### config.mk
export PLATFORM = sky130hd
export DESIGN_NAME = indexed_list_engine_top
export DESIGN_NICKNAME = d
export VERILOG_FILES = /design/src/rtl/ile_pkg.sv /design/src/rtl/ile_cell.sv /design/src/rtl/ile_ctrl.sv /design/src/rtl/indexed_list_engine_top.sv
export SDC_FILE = /design/constraint.sdc
export NUM_CORES = 1
export LEC_CHECK = 0
export ABC_AREA = 0
export BUFFER_PORTS_ARGS = -buffer_cell sky130_fd_sc_hd__buf_2
export CORE_ASPECT_RATIO = 0.9
export CORE_MARGIN = 2
export CORE_UTILIZATION = 40
export DETAILED_ROUTE_END_ITERATION = 10
export HOLD_SLACK_MARGIN = 0.03
export PLACE_DENSITY_LB_ADDON = 0.08
export SLEW_MARGIN = 10
export SYNTH_ARGS = -nofsm -noshare
export SYNTH_HDL_FRONTEND = slang
export SYNTH_SLANG_ARGS = --single-unit
### constraint.sdc
create_clock -name clock -period 9.8 [get_ports clock]
set_input_delay 0 -clock clock [delete_from_list [all_inputs] [get_ports clock]]
set_output_delay 0 -clock clock [all_outputs]
set_load 0.02 [all_outputs]
### src/rtl/ile_pkg.sv
package ile_pkg;

   localparam int CMD_W  = 3;
   localparam int POS_W  = 5;
   localparam int CNT_W  = 5;
   localparam int DATA_W = 32;

   // command codes
   localparam logic [CMD_W-1:0] CMD_APPEND       = 3'd0;
   localparam logic [CMD_W-1:0] CMD_REMOVE_FIRST = 3'd1;
   localparam logic [CMD_W-1:0] CMD_REMOVE_LAST  = 3'd2;
   localparam logic [CMD_W-1:0] CMD_INSERT_AT    = 3'd3;
   localparam logic [CMD_W-1:0] CMD_REMOVE_AT    = 3'd4;
   localparam logic [CMD_W-1:0] CMD_READ_AT      = 3'd5;

   // what every cell does with its value
   typedef enum logic [1:0] {
      CELL_HOLD,
      CELL_INSERT,
      CELL_REMOVE,
      CELL_READ
   } cell_op_type;

   typedef struct packed {
      cell_op_type               op;
      logic signed [DATA_W-1:0]  value;
   } cell_ctl_type;

endpackage

### src/rtl/ile_cell.sv
module ile_cell #(
   parameter int INDEX = 0,
   parameter int IDX_W = 4
) (
   input  logic                              clock,
   input  ile_pkg::cell_ctl_type             ctl,
   input  logic [IDX_W-1:0]                  pos,
   input  logic signed [ile_pkg::DATA_W-1:0] left_value,
   input  logic signed [ile_pkg::DATA_W-1:0] right_value,
   input  logic signed [ile_pkg::DATA_W-1:0] rd_in,
   output logic signed [ile_pkg::DATA_W-1:0] value,
   output logic signed [ile_pkg::DATA_W-1:0] rd_out
);

   localparam logic [IDX_W-1:0] HERE = IDX_W'(INDEX);

   logic signed [ile_pkg::DATA_W-1:0] value_ff;
   logic signed [ile_pkg::DATA_W-1:0] value_in;

   always_comb begin
      value_in = value_ff;
      case (ctl.op)
         ile_pkg::CELL_INSERT: begin
            if (HERE == pos) begin
               value_in = ctl.value;
            end else if (HERE > pos) begin
               value_in = left_value;
            end
         end
         ile_pkg::CELL_REMOVE: begin
            if (HERE >= pos) begin
               value_in = right_value;
            end
         end
         default: begin
            value_in = value_ff;
         end
      endcase
   end

   always_ff @(posedge clock) begin
      value_ff <= value_in;
   end

   assign value = value_ff;

   // read tap joins the or chain running along the row
   assign rd_out = rd_in | (((ctl.op == ile_pkg::CELL_READ) && (HERE == pos)) ?
                            value_ff : '0);

endmodule

### src/rtl/ile_ctrl.sv
module ile_ctrl #(
   parameter int CAPACITY = 16,
   parameter int IDX_W    = 4,
   parameter int OCC_W    = 5
) (
   input  logic                              clock,
   input  logic                              reset,
   input  logic                              fire,
   input  logic [ile_pkg::CMD_W-1:0]         cmd,
   input  logic [ile_pkg::POS_W-1:0]         position,
   input  logic signed [ile_pkg::DATA_W-1:0] item_value,
   output ile_pkg::cell_ctl_type             ctl,
   output logic [IDX_W-1:0]                  cell_pos,
   output logic                              ok,
   output logic [OCC_W-1:0]                  count_next,
   output logic [OCC_W-1:0]                  count
);

   localparam int CMP_W = (OCC_W > ile_pkg::POS_W) ? OCC_W : ile_pkg::POS_W;

   logic [OCC_W-1:0]     count_ff;
   logic [OCC_W-1:0]     count_in;
   logic [CMP_W-1:0]     pos_ext;
   logic [CMP_W-1:0]     count_ext;
   logic [CMP_W-1:0]     idx;
   logic                 full;
   logic                 empty;
   ile_pkg::cell_op_type op;

   assign pos_ext   = CMP_W'(position);
   assign count_ext = CMP_W'(count_ff);
   assign full      = (count_ff == OCC_W'(CAPACITY));
   assign empty     = (count_ff == '0);

   always_comb begin
      ok         = 1'b0;
      op         = ile_pkg::CELL_HOLD;
      idx        = pos_ext;
      count_next = count_ff;
      case (cmd)
         ile_pkg::CMD_APPEND: begin
            if (!full) begin
               ok         = 1'b1;
               op         = ile_pkg::CELL_INSERT;
               idx        = count_ext;
               count_next = count_ff + OCC_W'(1);
            end
         end
         ile_pkg::CMD_REMOVE_FIRST: begin
            if (!empty) begin
               ok         = 1'b1;
               op         = ile_pkg::CELL_REMOVE;
               idx        = '0;
               count_next = count_ff - OCC_W'(1);
            end
         end
         ile_pkg::CMD_REMOVE_LAST: begin
            if (!empty) begin
               ok         = 1'b1;
               op         = ile_pkg::CELL_REMOVE;
               idx        = count_ext - CMP_W'(1);
               count_next = count_ff - OCC_W'(1);
            end
         end
         ile_pkg::CMD_INSERT_AT: begin
            if ((pos_ext <= count_ext) && !full) begin
               ok         = 1'b1;
               op         = ile_pkg::CELL_INSERT;
               count_next = count_ff + OCC_W'(1);
            end
         end
         ile_pkg::CMD_REMOVE_AT: begin
            if (pos_ext < count_ext) begin
               ok         = 1'b1;
               op         = ile_pkg::CELL_REMOVE;
               count_next = count_ff - OCC_W'(1);
            end
         end
         ile_pkg::CMD_READ_AT: begin
            if (pos_ext < count_ext) begin
               ok = 1'b1;
               op = ile_pkg::CELL_READ;
            end
         end
         default: begin
            ok = 1'b0;
         end
      endcase
   end

   assign ctl.op    = fire ? op : ile_pkg::CELL_HOLD;
   assign ctl.value = item_value;
   assign cell_pos  = idx[IDX_W-1:0];
   assign count_in  = fire ? count_next : count_ff;
   assign count     = count_ff;

   always_ff @(posedge clock) begin
      if (reset) begin
         count_ff <= '0;
      end else begin
         count_ff <= count_in;
      end
   end

endmodule

### src/rtl/indexed_list_engine_top.sv
// indexed list engine: an ordered list of up to CAPACITY signed 32-bit entries
// kept in a row of cells, entry i in cell i. each request appends, removes the
// first or last entry, inserts at an index (index equal to the count appends),
// removes at an index, or reads at an index; every request gives one response
// with a success flag, the entry count after the request and the value read
// (zero unless a read succeeds). out-of-range indices, a full list and removal
// from an empty list are refused and leave the list unchanged, as do the
// unused command codes 6 and 7. all cells shift toward or away from the index
// in parallel in the cycle a request is accepted, and its response is
// registered along with the new cell values. a new request is taken in every
// cycle in which the response register is empty or being drained, so the
// sustained rate is one request per cycle. there is no clearing pass; cells
// at or above the count are never read.
module indexed_list_engine_top #(
   parameter int CAPACITY = 16
) (
   input  logic        clock,
   input  logic        reset,
   // request channel
   input  logic        req_tvalid,
   output logic        req_tready,
   input  logic [39:0] req_tdata,   // position[4:0], item_value[36:5], zero pad
   input  logic [2:0]  req_tuser,   // cmd[2:0]
   // response channel
   output logic        rsp_tvalid,
   input  logic        rsp_tready,
   output logic [39:0] rsp_tdata,   // entry_count[4:0], read_value[36:5], zero pad
   output logic        rsp_tuser    // ok
);

   // index width addresses every cell, count width holds CAPACITY itself
   localparam int IDX_W = $clog2(CAPACITY);
   localparam int OCC_W = $clog2(CAPACITY + 1);
   localparam int DW    = ile_pkg::DATA_W;

   // response register
   logic                      rsp_valid_ff;
   logic                      rsp_valid_in;
   logic                      rsp_ok_ff;
   logic [ile_pkg::CNT_W-1:0] rsp_count_ff;
   logic signed [DW-1:0]      rsp_value_ff;

   // request unpacking
   logic [ile_pkg::POS_W-1:0] position;
   logic signed [DW-1:0]      item_value;
   logic                      fire;

   assign position   = req_tdata[ile_pkg::POS_W-1:0];
   assign item_value = req_tdata[ile_pkg::POS_W +: DW];
   assign req_tready = !rsp_valid_ff || rsp_tready;
   assign fire       = req_tvalid && req_tready;

   // decode and occupancy count
   ile_pkg::cell_ctl_type ctl;
   logic [IDX_W-1:0]      cell_pos;
   logic                  ok;
   logic [OCC_W-1:0]      count_next;
   logic [OCC_W-1:0]      count;

   ile_ctrl #(
      .CAPACITY (CAPACITY),
      .IDX_W    (IDX_W),
      .OCC_W    (OCC_W)
   ) u_ctrl (
      .clock      (clock),
      .reset      (reset),
      .fire       (fire),
      .cmd        (req_tuser),
      .position   (position),
      .item_value (item_value),
      .ctl        (ctl),
      .cell_pos   (cell_pos),
      .ok         (ok),
      .count_next (count_next),
      .count      (count)
   );

   // row of cells; values pass to both neighbors, read data rides an or chain
   logic signed [DW-1:0] cell_value [CAPACITY];
   logic signed [DW-1:0] rd_chain   [CAPACITY+1];

   assign rd_chain[0] = '0;

   for (genvar i = 0; i < CAPACITY; i++) begin : g_cell
      logic signed [DW-1:0] left_value;
      logic signed [DW-1:0] right_value;

      if (i == 0) begin : g_first
         assign left_value = '0;
      end else begin : g_left
         assign left_value = cell_value[i-1];
      end

      if (i == CAPACITY - 1) begin : g_last
         assign right_value = '0;
      end else begin : g_right
         assign right_value = cell_value[i+1];
      end

      ile_cell #(
         .INDEX (i),
         .IDX_W (IDX_W)
      ) u_cell (
         .clock       (clock),
         .ctl         (ctl),
         .pos         (cell_pos),
         .left_value  (left_value),
         .right_value (right_value),
         .rd_in       (rd_chain[i]),
         .value       (cell_value[i]),
         .rd_out      (rd_chain[i+1])
      );
   end

   assign rsp_valid_in = fire || (rsp_valid_ff && !rsp_tready);

   always_ff @(posedge clock) begin
      if (reset) begin
         rsp_valid_ff <= 1'b0;
      end else begin
         rsp_valid_ff <= rsp_valid_in;
      end
   end

   always_ff @(posedge clock) begin
      if (fire) begin
         rsp_ok_ff    <= ok;
         rsp_count_ff <= ile_pkg::CNT_W'(count_next);
         rsp_value_ff <= rd_chain[CAPACITY];
      end
   end

   assign rsp_tvalid = rsp_valid_ff;
   assign rsp_tuser  = rsp_ok_ff;
   assign rsp_tdata  = {3'b000, rsp_value_ff, rsp_count_ff};

   // the count never passes the capacity
   a_count_bound: assert property (@(posedge clock) disable iff (reset)
      count <= OCC_W'(CAPACITY))
      else $error("entry count above capacity");

   // a refused request leaves the count alone
   a_refused_keeps_count: assert property (@(posedge clock) disable iff (reset)
      fire && !ok |=> count == $past(count))
      else $error("refused request changed the count");

   // a response that is not a successful read carries zero data
   a_zero_read: assert property (@(posedge clock) disable iff (reset)
      rsp_valid_ff && (!rsp_ok_ff || $past(req_tuser) != ile_pkg::CMD_READ_AT)
      && $past(fire) |-> rsp_value_ff == '0)
      else $error("nonzero read value on non-read response");

   // the count moves by at most one per request and only when one is taken
   a_count_step: assert property (@(posedge clock) disable iff (reset)
      !fire |=> count == $past(count))
      else $error("count changed without a request");

   // an accepted request always yields a response next cycle
   a_rsp_follows: assert property (@(posedge clock) disable iff (reset)
      fire |=> rsp_valid_ff)
      else $error("accepted request produced no response");

endmodule

=== After elaboration in Yosys (flattened, before gate mapping) ===
Index checks and enable logic that the tools add are counted.

* Flip-flop bits (word level): 556
* Bits of input ports: 47
* Output and inout port bits: 43
* Logic and storage cells: 275

* Add/subtract/negate cells: 2
* Magnitude comparators: 34
* Equal/unequal tests: 56
* Muxes and demuxes: 101
* Bitwise gates (word level): 15
* Reductions and logical operators: 46

{| class="wikitable"
|+ Operator list
! operator !! count
|-
| $mux 32 || 64
|-
| $pmux 32 s2 || 16
|-
| $or 32x32->32 || 15
|-
| $ne 3x1->1 const B || 16
|-
| $reduce_and 3->1 || 16
|-
| $eq 4x4->1 const A || 8
|-
| $ge 4x4->1 const A || 8
|-
| $gt 4x4->1 const A || 8
|-
| $ne 2x1->1 const B || 16
|-
| $mux 5 || 4
|-
| $pmux 5 s4 || 1
|-
| $logic_and 1x1->1 || 19
|-
| $eq 3x4->1 const A || 4
|-
| $ge 3x4->1 const A || 4
|-
| $gt 3x4->1 const A || 4
|-
| $mux 4 || 3
|-
| $pmux 4 s3 || 1
|-
| $pmux 2 s5 || 1
|-
| $eq 2x4->1 const A || 2
|-
| $ge 1x4->1 const A || 2
|-
| $ge 2x4->1 const A || 2
|-
| $gt 1x4->1 const A || 2
|-
| $gt 2x4->1 const A || 2
|-
| $mux 2 || 4
|-
| other kinds (20) || 32
|}

=== Depth between registers and ports, before layout ===
Gate-level depths: netlist (run 1).

* Depth in word-level cells: 24
* Gate-level depth with buffers: 21
* Depth with buffers taken out: 17

=== Cells and area by module ===
A second synthesis (run 1) with hierarchy kept.

* Cells, all modules: 3,121
* Area, all modules: 34,028.9 µm²

{| class="wikitable"
|+ By module, submodules not included
! module !! instances !! cells each !! area each (µm²) !! sequential area each (µm²)
|-
| ile_cell at g_cell[10].u_cell ... || 2 || 181 || 1,959.4 || 960.9
|-
| ile_cell at g_cell[7].u_cell || 1 || 180 || 2,024.4 || 960.9
|-
| ile_cell at g_cell[14].u_cell || 1 || 180 || 1,991.9 || 960.9
|-
| ile_cell at g_cell[13].u_cell || 1 || 180 || 1,988.2 || 960.9
|-
| ile_cell at g_cell[11].u_cell || 1 || 180 || 1,986.9 || 960.9
|-
| ile_cell at g_cell[0].u_cell || 1 || 179 || 1,968.1 || 960.9
|-
| ile_cell at g_cell[15].u_cell || 1 || 180 || 1,966.9 || 960.9
|-
| ile_cell at g_cell[9].u_cell || 1 || 181 || 1,956.9 || 960.9
|-
| ile_cell at g_cell[6].u_cell || 1 || 180 || 1,955.6 || 960.9
|-
| ile_cell at g_cell[4].u_cell || 1 || 182 || 1,953.1 || 960.9
|-
| ile_cell at g_cell[5].u_cell || 1 || 180 || 1,953.1 || 960.9
|-
| ile_cell at g_cell[3].u_cell || 1 || 180 || 1,951.9 || 960.9
|-
| ile_cell at g_cell[2].u_cell || 1 || 180 || 1,948.1 || 960.9
|-
| ile_cell at g_cell[8].u_cell || 1 || 181 || 1,948.1 || 960.9
|-
| 3 more rows || -- || -- || -- || --
|}

=== Worst setup path after synthesis (run 1) ===
OpenSTA, ideal clock, no wires.

* Path kind: reg2reg
* Start: reg u_ctrl.count_ff[2], in the netlist u_ctrl.count[2]
* End: reg g_cell[10].u_cell.value_ff, in the netlist g_cell[10].u_cell.value[0] (enable)
* Library setup time: 0.441 ns
* Arrival time: 5.431 ns
* Data required time: 9.359 ns
* Slack: 3.928 ns
* Stages on the path, launching flop included: 18
* Buffers on the path: 5
* Period minus slack after synthesis: 5.872 ns
* Cell sequence: dfxtp_1 -> clkbuf_1 -> inv_1 -> ha_1 -> o21ai_0 -> a21oi_1 -> or2_2 -> a211o_1 -> and2_1 -> a221oi_1 -> inv_1 -> ha_1 -> clkbuf_1 -> clkbuf_1 -> or2_2 -> clkbuf_1 -> clkbuf_1 -> a31oi_1

* Word-level cells in the longest chain between the ends: 9
* Elaborated cells on any way between the ends: 27
* Classes of those cells: add/sub (1); order compare (4); eq/ne (6); mux (11); reduce/logical (5)

{| class="wikitable"
|+ Ends and longest elaborated chain
! item !! RTL line !! text
|-
| from (decl) || ile_ctrl.sv:21 || <nowiki>logic [OCC_W-1:0] count_ff;</nowiki>
|-
| from (signal assigned) || ile_ctrl.sv:101 || <nowiki>count_ff <= count_in;</nowiki>
|-
| parallel branches: the longest is 8 deep, another holds $sub 5x1->5 || -- ||
|-
| $reduce_and 3->1 (no source line) * || -- ||
|-
| to (signal assigned) || ile_cell.sv:42 || <nowiki>value_ff <= value_in;</nowiki>
|-
| to (decl) || ile_cell.sv:17 || <nowiki>logic signed [ile_pkg::DATA_W-1:0] value_ff;</nowiki>
|}

Mark *: on every way between the ends.
A chain may end at the register's enable or synchronous reset.

=== Worst setup path in the final report (run 1) ===
* Start: reg u_ctrl.count_ff[2], in the netlist u_ctrl.count[2]
* End: reg rsp_value_ff[22] (data pin)

* Word-level cells in the longest chain between the ends: 24
* Elaborated cells on any way between the ends: 82
* Classes of those cells: add/sub (1); order compare (2); eq/ne (17); mux (27); bitwise (15); reduce/logical (20)

{| class="wikitable"
|+ Ends and longest elaborated chain
! item !! RTL line !! text
|-
| parallel branches: the longest is 23 deep, another holds $le 5x5->1 || -- ||
|-
| $or 32x32->32 * || ile_cell.sv:48 || <nowiki>assign rd_out = rd_in | (((ctl.op == ile_pkg::CELL_READ) && (HERE == pos)) ?</nowiki>
|-
| net g_cell[15].u_cell.rd_out (one bit) || ile_cell.sv:12 || <nowiki>output logic signed [ile_pkg::DATA_W-1:0] rd_out</nowiki>
|-
| to (signal assigned) || indexed_list_engine_top.sv:129 || <nowiki>rsp_value_ff <= rd_chain[CAPACITY];</nowiki>
|-
| to (decl) || indexed_list_engine_top.sv:41 || <nowiki>logic signed [DW-1:0] rsp_value_ff;</nowiki>
|}

Mark *: on every way through the listed nets, which the timed path passes.

==> results_tabular.tex, run 1 <==
\begin{tabular}{lr}
\hline
Metric & Value \\
\hline
\multicolumn{2}{l}{\textbf{CTS}} \\
Clock transition at the register clock pins on the worst setup and hold paths after CTS & 0.06 ns \\
Number of gates given a new drive strength after cts & 0 \\
Clock tree sinks & 556 \\
H-tree Lvls & 3 \\
Clock tree from TritonCTS & built \\
Number of buffers on the longest clock path & 3 \\
Clk Tree Root Cell & sky130\_fd\_sc\_hd\_\_clkbuf\_16 \\
Number of clock buffers inserted by TritonCTS & 68 \\
Count of buffers added by post-CTS timing repair for setup & 0 \\
Clock latency at the later pin of the worst-skew pair & 0.61 ns \\
\multicolumn{2}{l}{\textbf{Logic synthesis}} \\
Flip-flop cell with the highest count after synthesis & sky130\_fd\_sc\_hd\_\_edfxtp\_1 \\
Synthesized area divided by synthesized cell count & 10.6 µm² \\
Library cell with the highest instance count after synthesis & sky130\_fd\_sc\_hd\_\_nand2\_1 \\
Register bit count reported by yosys & 556 \\
Gate Count Post-Synth & 2992 \\
Top post-synthesis cells by area & sky130\_fd\_sc\_hd\_\_edfxtp\_1 (52\%), sky130\_fd\_sc\_hd\_\_mux2i\_1 (15\%), sky130\_fd\_sc\_hd\_\_nand2\_1 (7.0\%) \\
Biggest area consumer among synthesized cells & sky130\_fd\_sc\_hd\_\_edfxtp\_1 \\
Ys Warns & 0 \\
Sequential fraction of the synthesis area & 52.3\% \\
Share of Yosys cell area claimed by the top area cell type & 51.9\% \\
FFs w/ async S/R, synth & 0\% \\
Count of distinct cell types in the synthesized netlist & 75 \\
Synthesized cell area & 0.0318 mm² \\
Cell types with the highest counts after synthesis & sky130\_fd\_sc\_hd\_\_nand2\_1 (597), sky130\_fd\_sc\_hd\_\_edfxtp\_1 (550), sky130\_fd\_sc\_hd\_\_mux2i\_1 (471) \\
Post-synth EDFFs & 550 \\
\multicolumn{2}{l}{\textbf{GRT}} \\
Total global routing overflow & 0 \\
Wire length of the first global-routing pass & 182000 µm \\
Total Routing Usage GR & 30.8\% \\
Number of global-route vias before repair & 24400 \\
Antenna violations before repair & 2 \\
Maximum number of pins on one net before global-route repair & 265 \\
\multicolumn{2}{l}{\textbf{Finish}} \\
Final non-filler cell area & 0.0356 mm² \\
Util after Layout & 45.0\% \\
Layout cells sized above 1 & 11.1\% \\
Total Nets Final & 3036 \\
Number of cells in the finished layout apart from fillers & 4080 \\
Antenna cell count & 0 \\
Area growth, synth to finish & 12.0\% \\
\multicolumn{2}{l}{\textbf{Power}} \\
Pwr/cell area & 192 mW/mm² \\
Standby leakage power & 12.6 nW \\
Peak VDD IR & 0.000112 V \\
Overall power consumption & 0.00683 W \\
\multicolumn{2}{l}{\textbf{Placement}} \\
Number of buffers inserted by port buffering & 83 \\
Post-DP HPWL & 73300 µm \\
Placement Cell Area & 0.0331 mm² \\
GPL Wtd Cong & 0.875 \\
Cell count after placement & 3922 \\
\multicolumn{2}{l}{\textbf{Route}} \\
Routed via count divided by cell count & 6.37 \\
Vias & 26000 \\
Wire per inst & 31.6 µm \\
Count of nets left with antenna violations after detail routing & 0 \\
Post-route DRC & 0 \\
Sum of routed wire length over all layers & 129000 µm \\
First drt pass iteration count & 6 \\
1st-iter DRT viols & 3701 \\
\multicolumn{2}{l}{\textbf{Worst setup path}} \\
Required time of the worst setup path & 10.23 ns \\
Crit. End Element & register \\
Worst Path Class, Setup & register to register \\
Type of origin of the critical path & register \\
Maximum fanout count along the critical path & 15 \\
Worst path arrival time & 6.87 ns \\
\multicolumn{2}{l}{\textbf{Die}} \\
Die span in y & 271 µm \\
Total number of placement rows & 98 \\
Die width & 301 µm \\
Number of top-level pins & 90 \\
Initial Util & 40.2\% \\
Core outline area & 0.0791 mm² \\
Total die area & 0.0818 mm² \\
\multicolumn{2}{l}{\textbf{Timing}} \\
Min Clock Period, post-route & 6.44 ns \\
Count of final setup violators & 0 \\
Max Fclk & 155 MHz \\
Max Transition Viols Final & 0 \\
Transition at the pin with the smallest max-transition slack & 1.30 ns \\
Unrepaired setup endpoints after global routing & false \\
Setup TNS & 0 ns \\
Layout Skew & 0.0131 ns \\
Relative max-transition margin & 12.9\% \\
Number of endpoints with negative hold slack in the final report & 0 \\
Period Utilization, post-route & 65.7\% \\
\multicolumn{2}{l}{\textbf{Run}} \\
Max-Cap Viols & 0 \\
\multicolumn{2}{l}{\textbf{Outcome}} \\
Run status & complete, no violations \\
\multicolumn{2}{l}{\textbf{Worst hold path}} \\
Path category of the worst min-delay check & input pin to register \\
\hline
\end{tabular}
==> flip-flops by register name (all words and copies together), names as in the netlist <==
signal and count:
rsp_value_ff 32, rsp_tuser 1, rsp_count_ff 5, rsp_tvalid 1
g_cell.u_cell.value 512, u_ctrl.count 5
==> cell families after synthesis <==
kind of cell	after synthesis	synth area share [%]
compound gates	834	16.0
xor+xnor	3	0.0826
fa+ha+maj	11	0.433
buf+inv	292	4.30
flops	556	52.3
mux	486	15.4
other cells	1	0.0118
simple gates	809	11.5
==> where the power goes <==
group | internal [W] | switching (W)
Sequential | 0.00297 | 0.000179
Clock | 0.00141 | 0.00107
Combinational | 0.000351 | 0.000848
==> final cells by class <==
type	count	area, µm²
fill	7429	43500
sequential	556	16600
multi-input combinational	2146	14200
clock buffer	86	1840
timing repair buffer	190	1320
tap	1050	1310
clock inverter	36	272
inverter	16	60.1
==> stage by stage <==
step	setup WS, ns	hold WS (ns)
floorplan	3.93	0.129
global placement	3.46	0.258
detailed placement	3.58	0.260
CTS	3.56	0.0406
global route	3.12	0.116
finish	3.36	0.0801
==> final timing paths <==
path	startpoint	to	slack [ns]	depth (start not counted)
worst max-delay path	u_ctrl.count[2]	rsp_value_ff[22]	3.36	17
worst max register to register	u_ctrl.count[2]	rsp_value_ff[22]	3.36	17
worst min-delay path	rsp_tready	u_ctrl.count[0]	0.08	4
worst min register to register	g_cell[15].u_cell.value[2]	g_cell[14].u_cell.value[2]	0.57	2
==> critical path, stage by stage (launching register included) <==
cell and delay, ns:
sky130_fd_sc_hd__dfxtp_1 0.69, sky130_fd_sc_hd__inv_1 0.19, sky130_fd_sc_hd__ha_1 0.33, sky130_fd_sc_hd__o21ai_0 0.09, sky130_fd_sc_hd__a21oi_1 0.10, sky130_fd_sc_hd__or2_2 0.32
sky130_fd_sc_hd__a211o_1 0.32, sky130_fd_sc_hd__and2_1 0.21, sky130_fd_sc_hd__a221oi_1 0.43, sky130_fd_sc_hd__ha_1 0.56, sky130_fd_sc_hd__inv_1 0.25, sky130_fd_sc_hd__a211oi_4 0.75
sky130_fd_sc_hd__buf_4 0.41, sky130_fd_sc_hd__and3_1 0.76, sky130_fd_sc_hd__buf_4 0.37, sky130_fd_sc_hd__a22oi_1 0.09, sky130_fd_sc_hd__and3_1 0.19, sky130_fd_sc_hd__nand4_1 0.17
==> cell usage in the layout, fill, tap and decap left out, types with 7 or more instances in the layout <==
cell and instances:
sky130_fd_sc_hd__ha_1 10, sky130_fd_sc_hd__nand2_1 588, sky130_fd_sc_hd__nor2_4 7, sky130_fd_sc_hd__o2bb2ai_1 16
sky130_fd_sc_hd__and4_1 16, sky130_fd_sc_hd__a21oi_4 9, sky130_fd_sc_hd__buf_4 70, sky130_fd_sc_hd__a22oi_1 94
sky130_fd_sc_hd__and3_1 12, sky130_fd_sc_hd__a222oi_1 9, sky130_fd_sc_hd__clkinv_2 11, sky130_fd_sc_hd__dlygate4sd3_1 36
sky130_fd_sc_hd__a32oi_1 7, sky130_fd_sc_hd__nor2_1 25, sky130_fd_sc_hd__a22o_1 78, sky130_fd_sc_hd__o21ai_1 44
sky130_fd_sc_hd__mux2_2 15, sky130_fd_sc_hd__clkinv_1 15, sky130_fd_sc_hd__a221oi_1 15, sky130_fd_sc_hd__a21oi_1 76
sky130_fd_sc_hd__mux2i_1 471, sky130_fd_sc_hd__buf_2 83, sky130_fd_sc_hd__clkbuf_1 13, sky130_fd_sc_hd__a211o_1 8
sky130_fd_sc_hd__o21ai_0 420, sky130_fd_sc_hd__nand4_1 19, sky130_fd_sc_hd__o211ai_1 10, sky130_fd_sc_hd__nand3_1 58
sky130_fd_sc_hd__inv_1 14, sky130_fd_sc_hd__edfxtp_1 550, sky130_fd_sc_hd__clkbuf_16 70, sky130_fd_sc_hd__nor3_1 9
==> metal layers <==
metal	vias up	GRT usage (%)	routed length [µm]
met4	4	12.1	5300
met3	293	5.32	11400
met2	1455	46.7	57100
li1	11200	-	-
met5	-	0	41
met1	13000	43.8	55000
==> repair_timing <==
action                                 in CTS  in global routing
endpoints found under the hold margin     515                  0
hold buffers                               36                  0
setup endpoints to repair                   0                  0
(Power assumes the default switching activity.)
==> run 2: changes to the inputs <==
ABC_AREA = 1   (was 0)
clock period = 5.5 ns   (was 9.8 ns; I/O delays follow)
==> run 2 against run 1 <==
Routed wire length up 4.8%. Sequential cell count unchanged. Cell count up 30%. Total power increased by 87%. Maximum frequency is 36% higher. Sequential power increased by 79%. Worst setup slack got worse by 2.6 ns. Global-route usage fell by 0.073 points. Final area is 5.9% higher. Register-to-register slack got worse by 2.6 ns. Clock power rose by 88%. Critical path type unchanged.
==> results_tabular.tex, run 2 <==
\begin{tabular}{lr}
\hline
Metric & Value \\
\hline
\multicolumn{2}{l}{\textbf{Timing}} \\
Number of endpoints with negative hold slack in the final report & 0 (unchanged) \\
Unrepaired setup endpoints after global routing & false \\
Max Fclk & 211 MHz (+36\%) \\
Relative max-transition margin & 23.1\% (+10 points) \\
Hold Slack & 0.0805 ns (+0.000340 ns) \\
Period Utilization, post-route & 86.3\% (+21 points) \\
Min Clock Period, post-route & 4.75 ns (-1.70 ns) \\
Max Transition Viols Final & 0 (unchanged) \\
Count of final setup violators & 0 (unchanged) \\
Transition at the pin with the smallest max-transition slack & 1.15 ns (-0.147 ns) \\
Layout Skew & 0.0248 ns (+0.0117 ns) \\
\multicolumn{2}{l}{\textbf{Logic synthesis}} \\
FFs w/ async S/R, synth & 0\% (unchanged) \\
Ys Warns & 0 (unchanged) \\
Cell types with the highest counts after synthesis & sky130\_fd\_sc\_hd\_\_o21ai\_0 (849), sky130\_fd\_sc\_hd\_\_inv\_1 (582), sky130\_fd\_sc\_hd\_\_edfxtp\_1 (550) \\
Count of distinct cell types in the synthesized netlist & 40 (-47\%) \\
Share of Yosys cell area claimed by the top area cell type & 49.0\% (-2.9 points) \\
Gate Count Post-Synth & 4205 (+41\%) \\
Synthesized cell area & 0.0337 mm² (+5.9\%) \\
Sequential fraction of the synthesis area & 49.4\% (-2.9 points) \\
Library cell with the highest instance count after synthesis & sky130\_fd\_sc\_hd\_\_o21ai\_0 \\
Post-synth EDFFs & 550 (unchanged) \\
Top post-synthesis cells by area & sky130\_fd\_sc\_hd\_\_edfxtp\_1 (49\%), sky130\_fd\_sc\_hd\_\_o21ai\_0 (13\%), sky130\_fd\_sc\_hd\_\_inv\_1 (6.5\%) \\
Register bit count reported by yosys & 556 (unchanged) \\
Synthesized area divided by synthesized cell count & 8.01 µm² (-25\%) \\
Biggest area consumer among synthesized cells & sky130\_fd\_sc\_hd\_\_edfxtp\_1 \\
Flip-flop cell with the highest count after synthesis & sky130\_fd\_sc\_hd\_\_edfxtp\_1 \\
\multicolumn{2}{l}{\textbf{Die}} \\
Number of top-level pins & 90 (unchanged) \\
Total die area & 0.0865 mm² (+5.8\%) \\
Die width & 310 µm (+2.9\%) \\
Core outline area & 0.0831 mm² (+5.0\%) \\
Initial Util & 40.5\% (+0.32 points) \\
Total number of placement rows & 100 (+2.0\%) \\
Die span in y & 279 µm (+2.9\%) \\
\multicolumn{2}{l}{\textbf{Finish}} \\
Most used cells in the layout excluding fill and tap cells & sky130\_fd\_sc\_hd\_\_o21ai\_0 (843), sky130\_fd\_sc\_hd\_\_inv\_1 (578), sky130\_fd\_sc\_hd\_\_edfxtp\_1 (550) \\
Total Nets Final & 4171 (+37\%) \\
Number of cells in the finished layout apart from fillers & 5286 (+30\%) \\
Area growth, synth to finish & 12.0\% (about the same) \\
Filler cell count & 8444 (+14\%) \\
Largest register FFs & 512 (unchanged) \\
Final non-filler cell area & 0.0377 mm² (+5.9\%) \\
Layout cells sized above 1 & 7.98\% (-3.1 points) \\
Most common cell after layout, fill and taps aside & sky130\_fd\_sc\_hd\_\_o21ai\_0 \\
\multicolumn{2}{l}{\textbf{Outcome}} \\
Run status & complete, no violations \\
\multicolumn{2}{l}{\textbf{Route}} \\
Wire per inst & 25.5 µm (-19\%) \\
First drt pass iteration count & 8 (+2) \\
Vias & 31500 (+21\%) \\
1st-iter DRT viols & 4396 (+19\%) \\
Count of nets left with antenna violations after detail routing & 0 (unchanged) \\
Sum of routed wire length over all layers & 135000 µm (+4.8\%) \\
Post-route DRC & 0 (unchanged) \\
Routed via count divided by cell count & 5.95 (-6.6\%) \\
\multicolumn{2}{l}{\textbf{CTS}} \\
H-tree Lvls & 3 (unchanged) \\
Clock tree from TritonCTS & built \\
Count of buffers added by post-CTS timing repair for setup & 0 (unchanged) \\
Number of clock buffers inserted by TritonCTS & 69 (+1.5\%) \\
Clk Tree Root Cell & sky130\_fd\_sc\_hd\_\_clkbuf\_16 \\
Clock tree sinks & 556 (unchanged) \\
Clock transition at the register clock pins on the worst setup and hold paths after CTS & 0.06 ns (about the same) \\
Number of buffers on the longest clock path & 3 (unchanged) \\
Clock latency at the later pin of the worst-skew pair & 0.64 ns (+0.03 ns) \\
\multicolumn{2}{l}{\textbf{GRT}} \\
Number of global-route vias before repair & 28700 (+17\%) \\
Wire length of the first global-routing pass & 196000 µm (+7.8\%) \\
Total global routing overflow & 0 (unchanged) \\
Total Routing Usage GR & 30.7\% (-0.073 points) \\
Maximum number of pins on one net before global-route repair & 173 (-35\%) \\
Antenna violations before repair & 10 (+8) \\
\multicolumn{2}{l}{\textbf{Worst setup path}} \\
Worst path bufs/invs & 5 (+1) \\
Crit path top cell by count & sky130\_fd\_sc\_hd\_\_nand2\_1 \\
Worst setup slack for register-to-register paths & 0.75 ns (-2.60 ns) \\
Maximum fanout count along the critical path & 17 (+2) \\
Ordered cell list for the critical path & inv\_1 > ha\_1 > nand2\_1 > or2\_2 > nand3\_1 > nand2\_1 > nand3\_1 > o21ai\_0 > inv\_1 > nand2\_1 > nand2\_1 > inv\_1 > ha\_1 > buf\_4 > o21ai\_4 > buf\_4 \\
Standard cell with the maximum stage delay on the critical path & sky130\_fd\_sc\_hd\_\_o21ai\_4 \\
Largest incremental delay on the critical path & 0.92 ns (+0.16 ns) \\
Type of origin of the critical path & register \\
Worst Path Class, Setup & register to register \\
Required time of the worst setup path & 5.82 ns (-4.41 ns) \\
Gate family responsible for the most delay along the worst path & simple AND/OR/NAND/NOR gates \\
Crit. End Element & register \\
Worst path arrival time & 5.06 ns (-1.81 ns) \\
\multicolumn{2}{l}{\textbf{Power}} \\
Pwr/cell area & 339 mW/mm² (+77\%) \\
Standby leakage power & 15.1 nW (+20\%) \\
Peak VDD IR & 0.000217 V (+93\%) \\
Overall power consumption & 0.0128 W (+87\%) \\
\multicolumn{2}{l}{\textbf{Placement}} \\
GPL Wtd Cong & 0.852 (-2.7\%) \\
Post-DP HPWL & 74600 µm (+1.8\%) \\
Number of buffers inserted by port buffering & 83 (unchanged) \\
Placement Cell Area & 0.0351 mm² (+6.0\%) \\
Cell count after placement & 5126 (+31\%) \\
\multicolumn{2}{l}{\textbf{Worst hold path}} \\
Path category of the worst min-delay check & input pin to register \\
\multicolumn{2}{l}{\textbf{Run}} \\
Max-Cap Viols & 0 (unchanged) \\
\hline
\end{tabular}
run 2: worst min-delay path: stages:
cell and delay [ns]:
sky130_fd_sc_hd__buf_2 0.08, sky130_fd_sc_hd__inv_1 0.03, sky130_fd_sc_hd__nand2_1 0.08, sky130_fd_sc_hd__nand2_1 0.27, sky130_fd_sc_hd__nand2_1 0.13, sky130_fd_sc_hd__a21oi_1 0.06
run 2: layout make-up:
cell class | count | area (µm²) | share of cell area [%]
multi-input cells | 2684 | 13500 | 35.8
clock buffers | 89 | 1870 | 4.95
inverters | 595 | 2240 | 5.94
clock inverters | 30 | 348 | 0.922
flip-flops and latches | 556 | 16600 | 44.1
diodes | 3 | 7.51 | 0.0199
repair buffers | 207 | 1720 | 4.55
well taps | 1122 | 1400 | 3.72
run 2: cell families (layout without fill, tap and decap cells):
family          after synthesis  count (layout)  share of synthesized area (%)
compound gates             1382            1382                           20.7
simple gates               1286            1286                           18.1
buf+inv                     967             921                           11.2
flops                       556             556                           49.4
fa+ha+maj                    11              11                          0.409
xor+xnor                      2               2                         0.0520
other cells                   1               6                         0.0111
run 2: worst paths after layout:
| check | start | depth (start not counted) | end |
|---|---|---|---|
| worst max-delay path | u_ctrl.count[3] | 16 | g_cell[4].u_cell.value[31] |
| worst min-delay path | rsp_tready | 6 | u_ctrl.count[4] |
| worst max register to register | u_ctrl.count[3] | 16 | g_cell[4].u_cell.value[31] |
| worst min register to register | g_cell[15].u_cell.value[22] | 2 | g_cell[14].u_cell.value[22] |
run 2: where the power goes:
part / switching (W) / total [W] / internal, W
Sequential: 0.000235 / 0.00561 / 0.00537
Clock: 0.00195 / 0.00467 / 0.00272
Combinational: 0.00186 / 0.00251 / 0.000647
Total: 0.00405 / 0.0128 / 0.00874
run 2: through the flow:
stage / TNS [ns] / worst slack, ns / util, %
after floorplan: -50.84 / -0.593 / -
after global placement: 0 / 0.910 / 42.3
after detailed placement: 0 / 0.873 / 42.3
after CTS: 0 / 0.827 / 45.4
after global routing: 0 / 0.540 / 45.4
final: 0 / 0.753 / 45.4
run 2: timing repair:
item,4_1_cts,5_1_grt
hold buffers,38,0
gates resized for setup,0,0
endpoints found under the hold margin,521,0
run 2: metal layers:
metal	track usage (%)	wire (µm)	up-vias
li1	-	-	14500
met1	46.5	61500	15200
met2	44.7	57400	1551
met3	5.81	12700	211
met4	7.96	3470	6
met5	0	38	-
